## src/aph2d_pkg.sv

```systemverilog
`default_nettype none

package aph2d_pkg;

  localparam int ANGLE_BITS    = 13;
  localparam int WIDTH_BITS    = 13;
  localparam int READ_IDX_BITS = 6;
  localparam int OUT_BITS      = 20;

  localparam logic [WIDTH_BITS-1:0] BIN_WIDTH_RESET = 13'd160;

  // -180 degrees in 1/16 degree
  localparam int ANGLE_OFFSET = 2880;

  // Basin bounds on edge + ANGLE_OFFSET, i.e. on index * bin_width
  localparam int unsigned PHI_ZERO      = ANGLE_OFFSET;
  localparam int unsigned PHI_ALEFT_HI  = ANGLE_OFFSET + 1920;
  localparam int unsigned PSI_BETA_LO   = ANGLE_OFFSET + 1440;
  localparam int unsigned PSI_BETA_HI   = ANGLE_OFFSET + 2880;
  localparam int unsigned PSI_PASS_LO   = ANGLE_OFFSET + 480;
  localparam int unsigned PSI_ARIGHT_LO = ANGLE_OFFSET - 1920;
  localparam int unsigned PSI_ALEFT_LO  = ANGLE_OFFSET - 320;
  localparam int unsigned PSI_ALEFT_HI  = ANGLE_OFFSET + 1440;

  // one quotient bit per step
  localparam int DIV_STEPS = ANGLE_BITS;
  localparam int STEP_BITS = $clog2(DIV_STEPS);

  typedef enum logic {
    ACT_ADD  = 1'b0,
    ACT_READ = 1'b1
  } action_t;

  typedef enum logic [1:0] {
    ST_IDLE,
    ST_DIV,
    ST_LOOK,
    ST_FIN
  } state_t;

endpackage

`default_nettype wire

```

## src/aph2d_div.sv

```systemverilog
`default_nettype none

// Restoring divider, one quotient bit per cycle.
module aph2d_div
  import aph2d_pkg::*;
(
  input  wire logic                  clk,
  input  wire logic                  rst,
  input  wire logic                  start,
  input  wire logic [ANGLE_BITS-1:0] dividend,
  input  wire logic [WIDTH_BITS-1:0] divisor,
  output logic                       done,
  output logic      [ANGLE_BITS-1:0] quotient
);

  logic                  busy;
  logic [STEP_BITS-1:0]  step;
  logic [WIDTH_BITS-1:0] dvs;
  logic [WIDTH_BITS-1:0] rem;
  logic [ANGLE_BITS-1:0] quo;

  logic [WIDTH_BITS:0]   rem_sh;
  logic                  take;
  logic [WIDTH_BITS-1:0] rem_next;

  always_comb begin
    rem_sh   = {rem, quo[ANGLE_BITS-1]};
    take     = rem_sh >= {1'b0, dvs};
    // rem < dvs keeps both results within WIDTH_BITS
    rem_next = take ? WIDTH_BITS'(rem_sh - {1'b0, dvs}) : WIDTH_BITS'(rem_sh);
  end

  always_ff @(posedge clk) begin
    if (rst) begin
      busy <= 1'b0;
      done <= 1'b0;
      step <= '0;
    end else begin
      done <= 1'b0;
      if (start) begin
        busy <= 1'b1;
        step <= '0;
      end else if (busy) begin
        step <= step + 1'b1;
        if (step == STEP_BITS'(DIV_STEPS - 1)) begin
          busy <= 1'b0;
          done <= 1'b1;
        end
      end
    end
  end

  always_ff @(posedge clk) begin
    if (start) begin
      dvs <= divisor;
      rem <= '0;
      quo <= dividend;
    end else if (busy) begin
      rem <= rem_next;
      quo <= {quo[ANGLE_BITS-2:0], take};
    end
  end

  assign quotient = quo;

endmodule

`default_nettype wire

```

## config.mk

```make
export PLATFORM = sky130hd
export DESIGN_NAME = aph2d_div
export DESIGN_NICKNAME = d
export VERILOG_FILES = /design/src/aph2d_pkg.sv /design/src/aph2d_div.sv
export SDC_FILE = /design/constraint.sdc
export NUM_CORES = 1
export LEC_CHECK = 0
export BUFFER_PORTS_ARGS = -buffer_cell sky130_fd_sc_hd__buf_2
export CAP_MARGIN = 20
export CORE_ASPECT_RATIO = 2
export CORE_MARGIN = 4
export CORE_UTILIZATION = 42
export DETAILED_ROUTE_END_ITERATION = 12
export GPL_ROUTABILITY_DRIVEN = 0
export PLACE_DENSITY = 0.71
export SLEW_MARGIN = 10
export SYNTH_ARGS = -nofsm -noshare
export SYNTH_HDL_FRONTEND = slang
export SYNTH_SLANG_ARGS = --single-unit
```

## constraint.sdc

```tcl
create_clock -name clk -period 5.1 [get_ports clk]
set_input_delay 1.275 -clock clk [delete_from_list [all_inputs] [get_ports clk]]
set_output_delay 1.275 -clock clk [all_outputs]
set_load 0.02 [all_outputs]
```

==> results of run 1 <==
flip-flops by register name, indices dropped and copies added, names as in the netlist:
signal and cells:
dvs 13, step 4, done 1, quotient 13, rem 13, busy 1
layout make-up:
type	instances	share of cell area, %
clock buffer	6	4.27
tap	84	3.48
clock inverter	2	0.332
sequential	45	38.5
multi-input combinational	182	43.4
inverter	21	2.61
timing repair buffer	44	7.46
where the power goes:
group / total, W / internal [W] / leakage (nW) / switching, W
Sequential: 0.000427 / 0.000414 / 0.413 / 0.0000137
Combinational: 0.000193 / 0.0000797 / 0.774 / 0.000113
Clock: 0.000304 / 0.000180 / 0.0706 / 0.000124
worst max-delay path, stage by stage, from the launching register on:
cell and delay, ns:
edfxtp_1 0.38, inv_1 0.09, ha_1 0.18, fa_1 0.21, and2b_1 0.21, o22a_1 0.21, o21ai_1 0.22, nand3_1 0.47
mux2_2 0.45
kinds of logic (layout without fill, tap and decap cells):
group / after synthesis / count (layout) / share of synthesized area (%)
buffers and inverters: 34 / 73 / 5.86
flip-flops: 45 / 45 / 44.2
AND/OR/NAND/NOR: 75 / 75 / 14.4
adder cells (fa/ha/maj): 16 / 16 / 7.91
XOR/XNOR: 10 / 10 / 3.34
AO/OA/AOI/OAI: 59 / 59 / 15.1
multiplexers: 22 / 22 / 9.20
path summary, 6_finish.rpt:
check	startpoint	cells after the start	slack, ns	to
max reg2reg	quotient[12]$_DFFE_PP_	8	2.43	quotient[0]$_DFFE_PP_
min	rem[1]$_SDFFE_PP0P_	2	0.50	rem[1]$_SDFFE_PP0P_
max	quotient[12]$_DFFE_PP_	8	2.43	quotient[0]$_DFFE_PP_
min reg2reg	rem[1]$_SDFFE_PP0P_	2	0.50	rem[1]$_SDFFE_PP0P_
Yosys cell counts (3+ instances only):
| cell | count |
|---|---|
| and4_1 | 3 |
| nand2_1 | 15 |
| nand3_1 | 7 |
| buf_2 | 3 |
| a21oi_1 | 10 |
| nor2b_1 | 3 |
| edfxtp_1 | 26 |
| nand4_1 | 6 |
| ha_1 | 15 |
| a21o_1 | 3 |
| xor2_1 | 4 |
| nor2_1 | 22 |
| mux2_2 | 13 |
| o21ai_0 | 13 |
| mux2i_1 | 8 |
| a22oi_1 | 3 |
| dfxtp_1 | 19 |
| a211oi_1 | 7 |
| xnor2_1 | 6 |
| nor3_1 | 6 |
| clkbuf_1 | 4 |
| inv_1 | 21 |
stage by stage:
stage | setup slack [ns] | utilization [%] | std cells
6_report | 2.43 | 49.9 | 384
5_1_grt | 2.18 | 49.9 | 384
4_1_cts | 2.42 | 49.9 | 384
3_5_place_dp | 2.44 | 47.6 | 376
3_3_place_gp | 2.54 | 47.6 | 376
2_1_floorplan | 2.58 | - | 261
metal layers:
layer  share of wire, %  up-vias  wire [microns]
met5                  0        -               0
met4                4.4        0             272
met3                3.7       18             229
met2                 56       64            3440
met1                 36      976            2220
li1                   -     1024               -
==> results.md, run 1 <==
* PortBufs at between 40 and 50
* Leading area contributor after synthesis: edfxtp_1
* Final HPWL DP at between 4000 and 5000 microns
* Vias in the first global route at between 2,000 and 2,500
* Period utilization at between 50% and 60%
* First-pass GRT wire length at slightly above 10,000 microns
* Max clock buf depth at 2
* Diode count at 0
* Die Wd at about 64 microns
* Pin count of the biggest net entering global routing at 43
* Grt peak-use layer: met2
* Row cnt at 40
* HP Class: register to register
* Top cell type's share of synthesized area at roughly 30%
* Worst slew pin tran at 0.581 ns
* Clock sink count at 45
* Starting density of the core at 43.3%
* Multi-input logic area at around 1300 sq um
* Antenna Nets Post-Route at 0
* Via density per instance at about 5.4
* CTS tree: done
* RSZ-0062 raised after global routing: no
* Tmin final at roughly 2.7 ns
* Synthesized Nets at roughly 300
* Syn_area_per_cell at 10.1 sq um
* Worst endpoint data arrival time at about 2.7 ns
* Final Setup Violations at 0
* Leading cell type in the layout, fill and taps excluded: buf_2
* EDFF count, synth at 26
* Drt initial violations at 70
* CTS Hold Bufs at 0
* Synth Instances at roughly 260
* VDD IR-drop max at ~0.00035 V
* Grt ovf at 0
* Skew-Pair Late Insertion Delay at around 0.28 ns
* Startpoint types: register
* Synthesis Warnings at 0
* Max-Cap Viols at 0
* Clock root buffer: clkbuf_16
* Seq/Total Area, Yosys at around 44%
* Post-route DRC violation count at 0
* Core area at ~6100 sq um
* Post-CTS sizing at 0
* Area of placed instances at 2880 sq um
* Initial antenna violation count at 0
* Buffer count from post-CTS setup fixing at 0
* Synth async-reset ratio at 0%
* Top cells by area, synth: edfxtp_1 30%, dfxtp_1 14%, ha_1 7.1%, mux2_2 5.6%, nor2_1 3.1%
* Via Count at roughly 2,100
* Fin. max-slew vios at 0
* Met2 Usage GRT at a little under a third
* M3 GR Usage at under 10%
* Total Wirelength at about 6000 microns
* Status: completed
* Final instance area at between 3000 and 4000 sq um
* TritonCTS Buffers at 5
* Maximum clock rate at 0.374 GHz
* Ports at 43
* Most frequent cells in the layout: 42 x buf_2, 26 x edfxtp_1, 22 x nor2_1
* Cell variety after synth at 53
* Pre-antenna DRT Iters at 4
* Leakage at ~1.3 nW
* Reg clk slew, reported paths at 0.06 ns
* Grt met1 use at between 15 and 20%
* Critical Path Fanout Max at 12
* Power density cells at 306 nW/um^2
* Rel. slew slack at 61.1%
* Ratio of cells with drive above 1 in the final layout at roughly 23%
* DR WL/cell at ~16 microns
* Clock skew at ~0.0020 ns
* Ys flop type: edfxtp_1
* Setup Total Neg Slack at 0 ns
* Fin nets at ~340
* Critical path type: register to register
* Worst setup EP type: register
* Area delta synth->final at 15.0%
* # H-tree levels at 2
* Die ar. at ~7700 sq um
* Fin. Hold Viols at 0
* WHS at 0.503 ns
* Total power at 0.000925 W
* Req. time, crit path at 5.14 ns
* Die Height at ~120 microns
* Synthesized area at about 2600 sq um
* Fill cells at 559
* GRT Overall Usage at between 15 and 20%
* Yosys reg bits at 45
* Sequential cell area at between 1000 and 1500 sq um
Note: power is estimated with default switching activity, not from simulation.
==> inputs of run 2 (changes only) <==
ABC_AREA = 1   (was unset)
clock period = 2.6 ns   (was 5.1 ns; I/O delays follow)
==> results.md, run 2 <==
* Drt initial violations at just under 60
* Clock Power Share at between 30% and 40%
* EDFF count, synth at 26
* Die ar. at between 8000 and 9000 sq um
* Worst endpoint data arrival time at around 2.3 ns
* Ys flop type: edfxtp_1
* Reg-to-reg slack, setup at 0.50 ns
* Synth Instances at roughly 370
* Simple-gate share of the synthesized area at about a third
* CP max stage delay at about 0.41 ns
* Power density cells at 525 nW/um^2
* Ratio of cells with drive above 1 in the final layout at a little under a fifth
* Most frequent cells in the layout: 135 x nand2_1, 63 x inv_1, 42 x buf_2
* Status: completed
* Synthesis Warnings at 0
* Top cells by area, synth: edfxtp_1 28%, nand2_1 18%, dfxtp_1 14%, inv_1 8.6%, ha_1 6.8%
* Most common cell in the netlist: nand2_1
* RSZ-0062 raised after global routing: no
* VDD IR-drop max at 0.000546 V
* Skew-Pair Late Insertion Delay at about 0.28 ns
* Vias in the first global route at 2,483
* Clock sink count at 45
* Synthesized area at ~2800 sq um
* Period utilization at between 80% and 90%
* Fin. Hold Viols at 0
* Clock skew at 0.00294 ns
* Initial antenna violation count at 0
* Seq/Total Area, Yosys at 42.0%
* Total Wirelength at 6190 microns
* TritonCTS Buffers at 5
* Critical Path Fanout Max at 15
* Setup crit start: quotient[12]$_DFFE_PP_
* CP Cell Sequence: inv_1, ha_1, fa_1, inv_1, nand2_1, nand3_2, nand2_2, nand3_4, nand3_1, nand3_1, nand2_1
* # H-tree levels at 2
* Final Setup Violations at 0
* Maximum clock rate at 0.476 GHz
* Fin. max-slew vios at 0
* Worst slew pin tran at roughly 0.5 ns
* Yosys reg bits at 45
* Switching power at about 0.00044 W
* Grt ovf at 0
* Cell variety after synth at 31
* Synth Area in Compound Gates at approximately 2.2%
* Antenna Nets Post-Route at 0
* Tmin final at about 2.1 ns
* Final HPWL DP at 5050 microns
* Starting density of the core at between 40% and 50%
* Die Height at 123 microns
* Top cell type's share of synthesized area at between 20 and 30%
* Buffer count from post-CTS setup fixing at 0
* Cell Int Power at between 0.001 and 0.0015 W
* Pin count of the biggest net entering global routing at 23
* Critical path type: register to register
* Row cnt at between 40 and 50
* Post-CTS sizing at 0
* GRT Overall Usage at approximately 17%
* Diode count at 0
* HP Class: register to register
* Leading cell type in the layout, fill and taps excluded: nand2_1
* Post-synthesis mux area share at 0%
* DP Worst Slack at 0.498 ns
* Core area at approximately 6400 sq um
* Area delta synth->final at 15.8%
* Post-route DRC violation count at 0
* First-pass GRT wire length at ~10,000 microns
* Synthesized Nets at 412
* Setup ws final at ~0.50 ns
* Max-Cap Viols at 0
* Fin nets at approximately 460
* Max clock buf depth at 2
* Rel. slew slack at 66.8%
* Sw frac at between 20% and 30%
* XOR/XNOR Fraction of Synth Area at between 1.5 and 2%
* Via Count at around 2,400
* CTS Hold Bufs at 0
* Leakage at ~1.7 nW
* Syn_area_per_cell at ~7.5 sq um
* Worst R2R Start: quotient[12]$_DFFE_PP_
* Gate power share at around 15%
* Synth async-reset ratio at 0%
* DR WL/cell at ~12 microns
* Post-Synth Adder-Cell Area at ~7.5%
* Via density per instance at 4.91
* Reg clk slew, reported paths at approximately 0.060 ns
* Setup Total Neg Slack at 0 ns
* Fill cells at between 600 and 700
* Min-delay src: rem[4]$_SDFFE_PP0P_
* Req. time, crit path at ~2.8 ns
* Flop pwr share at 49.0%
* Most common library cells after synthesis: 135 x nand2_1, 63 x inv_1, 28 x nand3_1
* Worst setup EP type: register
* Combinational family with the most area after synthesis: simple AND/OR/NAND/NOR gates
* PortBufs at 42
* Die Wd at around 65 microns
* CTS tree: done
* Clock root buffer: clkbuf_16
* Startpoint types: register
* Leading area contributor after synthesis: edfxtp_1
* Ports at 43
* Slowest cell on the critical path: fa_1
* Pre-antenna DRT Iters at 4
## run 2: cell count changes after synthesis, moves of 5 or more
cell      before  now
nor2_1        22   10
inv_2          0    6
nand4_1        6   18
nand2_1       15  135
a21oi_1       10    5
nand3_1        7   28
inv_1         21   63
o21ai_0       13    0
a211oi_1       7    1
mux2_2        13    0
mux2i_1        8    0
## run 2: power groups by stage
stage / Clock [W] / Sequential, W / Combinational (W)
2_1_floorplan: 0 / 0.000862 / 0.000141
3_3_place_gp: 0 / 0.000839 / 0.000247
3_5_place_dp: 0 / 0.000839 / 0.000252
4_1_cts: 0.000622 / 0.000825 / 0.000252
5_1_grt: 0.000651 / 0.000830 / 0.000278
6_report: 0.000606 / 0.000825 / 0.000251
## run 2: logic make-up after synthesis
| kind of cell | after synthesis |
|---|---|
| XOR/XNOR | 6 |
| flip-flops | 45 |
| adder cells (fa/ha/maj) | 16 |
| AO/OA/AOI/OAI | 9 |
| buffers and inverters | 79 |
| AND/OR/NAND/NOR | 212 |
## run 2: final cells by class
class | instances | area [sq um] | share of cell area (%)
clock buffer | 6 | 129 | 4.02
clock inverter | 2 | 10.0 | 0.313
sequential | 45 | 1160 | 36.2
multi-input combinational | 243 | 1290 | 40.3
tap | 86 | 108 | 3.36
timing repair buffer | 46 | 240 | 7.50
inverter | 70 | 265 | 8.28
## run 2: worst max-delay path, delay by kind of cell, from the launching register on
family | cells | cell delay, ns
buffers and inverters | 2 | 0.17
DFF | 1 | 0.34
and+or+nand+nor | 7 | 0.85
adders and majority gates | 2 | 0.63
## run 2: worst paths after layout
path,cells past startpoint,end
worst max register to register,11,rem[12]$_SDFFE_PP0P_
worst min-delay path,2,rem[4]$_SDFFE_PP0P_
worst max-delay path,11,rem[12]$_SDFFE_PP0P_
worst min register to register,2,rem[4]$_SDFFE_PP0P_
## run 2: per-stage QoR
stage                     cell area (sq um)  std cells  util [%]  power [W]  hold slack [ns]
final                                  3200        498      50.4    0.00168            0.473
after global routing                   3200        498      50.4    0.00176            0.503
after CTS                              3200        498      50.4    0.00170            0.478
after detailed placement               3060        490      48.2    0.00109            0.468
after global placement                 3060        490      48.2    0.00109            0.461
after floorplan                        2770        367         -    0.00100            0.448
## run 2: layer usage
metal	routed length, microns	up-vias	track usage [%]
met2	3390	57	33.0
met5	0	-	0
met1	2270	1116	15.0
met3	169	24	1.74
met4	359	0	12.6
li1	-	1246	-
==> inputs of run 3 (changes only) <==
PLACE_DENSITY = 0.73   (was 0.71)
clock period = 1.8 ns   (was 2.6 ns; I/O delays follow)
==> results.md, run 3 (synthesis gave the netlist of run 2 again) <==
* Startpoint types: register
* Grt ovf at 0
* Status: finished, violations left
* Fin. max-slew vios at 0
* Core area at roughly 6400 sq um
* Ports at 43
* Pin count of the biggest net entering global routing at 23
* Reg clk slew, reported paths at 0.07 ns
* Fill cells at approximately 550
* CP Buf/Inv Count at 2
* Die Wd at 65.4 microns
* Worst setup EP type: register
* Die ar. at 8020 sq um
* Tmin final at 1.86 ns
* Req. time, crit path at approximately 1.9 ns
* Leakage at roughly 1.9 nW
* Row cnt at 41
* Period utilization at 104%
* Total Wirelength at between 8000 and 9000 microns
* Area of placed instances at between 3000 and 4000 sq um
* Final instance area at ~3700 sq um
* Drt initial violations at 140
* Leading cell type in the layout, fill and taps excluded: nand2_1
* Clock skew at between 0.01 and 0.015 ns
* Failing checks: negative setup slack
* Fin nets at 476
* Critical Path Fanout Max at 8
* PortBufs at between 40 and 50
* Post-route DRC violation count at 0
* Starting density of the core at between 40% and 50%
* Initial antenna violation count at 0
* CP Cell Sequence: inv_2, ha_4, nand2_4, inv_4, nand2_2, nand2_2, a21oi_4, nand3_4, nand2_2, nand2_1
* DP Worst Slack at -0.0502 ns
* Max-Cap Viols at 0
* Worst slew pin tran at between 0.4 and 0.5 ns
* Critical path type: register to register
* Cell mode on critical path: nand2_2
* CP max stage delay at 0.40 ns
* Worst Hold Endpoint: dvs[2]$_DFFE_PP_
* Hold depth at 1
* GRT Overall Usage at 19.1%
* Worst R2R End: quotient[0]$_DFFE_PP_
* Pre-antenna DRT Iters at 5
* CTS tree: done
* TritonCTS Buffers at 5
* Reg-to-reg slack, setup at -0.06 ns
* Min-delay src: divisor[2]
* HP Class: primary input to register
* Rel. slew slack at around 71%
* Max clock buf depth at 2
* Maximum clock rate at 0.536 GHz
* Worst R2R Start: dvs[9]$_DFFE_PP_
* Setup ws final at -0.0641 ns
* Most frequent cells in the layout: 115 x nand2_1, 52 x inv_1, 42 x buf_2
* Diode count at 0
* Clock root buffer: clkbuf_16
* VDD IR-drop max at approximately 0.00084 V
* Final HPWL DP at around 5200 microns
* Worst endpoint data arrival time at roughly 1.9 ns
* Ratio of cells with drive above 1 in the final layout at around a third
* Final Setup Violations at 11
* # H-tree levels at 2
* Vias in the first global route at 2,712
* Via density per instance at around 5.2
* Via Count at 2,711
* Antenna Nets Post-Route at 0
* Slowest cell on the critical path: edfxtp_1
* Setup Total Neg Slack at -0.277 ns
* First-pass GRT wire length at between 10,000 and 15,000 microns
* Util after Layout at 58.1%
* Clock sink count at 45
* Area delta synth->final at 33.8%
* RSZ-0062 raised after global routing: yes
* Fin. Hold Viols at 0
* Die Height at ~120 microns
* Skew-Pair Late Insertion Delay at 0.29 ns
* Crit path max-delay family: simple AND/OR/NAND/NOR gates
* DR WL/cell at about 16 microns
* Reg2Reg Depth at 10
* Power density cells at around 700 nW/um^2
[run 3: where the power goes]
part	internal [W]	total [W]	switching, W
sequential	0.00116	0.00120	0.0000361
clock	0.000554	0.000933	0.000379
combinational	0.000187	0.000472	0.000285
[run 3: metrics by stage]
step | total power [W] | hold WS [ns] | instances
2_1_floorplan | 0.00145 | 0.448 | 367
3_3_place_gp | 0.00160 | 0.462 | 504
3_5_place_dp | 0.00161 | 0.467 | 504
4_1_cts | 0.00254 | 0.325 | 512
5_1_grt | 0.00269 | 0.328 | 518
6_report | 0.00260 | 0.326 | 518
[run 3: worst max path at each step]
stage / start / end / slack (ns) / cells after the start
after CTS: quotient[12]$_DFFE_PP_ / rem[8]$_SDFFE_PP0P_ / 0.01 / 12
final: dvs[9]$_DFFE_PP_ / quotient[0]$_DFFE_PP_ / -0.06 / 10
after floorplan: quotient[12]$_DFFE_PP_ / quotient[0]$_DFFE_PP_ / -0.04 / 11
after detailed placement: quotient[12]$_DFFE_PP_ / rem[8]$_SDFFE_PP0P_ / -0.05 / 12
after global placement: quotient[12]$_DFFE_PP_ / rem[8]$_SDFFE_PP0P_ / -0.05 / 12
after global routing: dvs[9]$_DFFE_PP_ / quotient[0]$_DFFE_PP_ / -0.14 / 10
[run 3: cell type report]
| cell class | instances | area (sq um) | share of cell area, % |
|---|---|---|---|
| clock buffer | 8 | 146 | 3.96 |
| multi-input combinational | 244 | 1570 | 42.6 |
| timing repair buffer | 65 | 440 | 11.9 |
| inverter | 70 | 268 | 7.24 |
| tap | 86 | 108 | 2.91 |
| sequential | 45 | 1160 | 31.4 |
[run 3: layer usage]
layer / GRT usage, % / routed length, microns
met4: 12.3 / 515
met3: 3.39 / 505
met1: 17.6 / 2700
met2: 36.6 / 4440
met5: 0 / 0
[run 3: timing repair]
item	CTS	global route
setup buffers	0	3
hold buffers	0	0
endpoints found under the setup margin	8	14
cloned	0	3
pin swaps	0	17
resized for setup	3	62
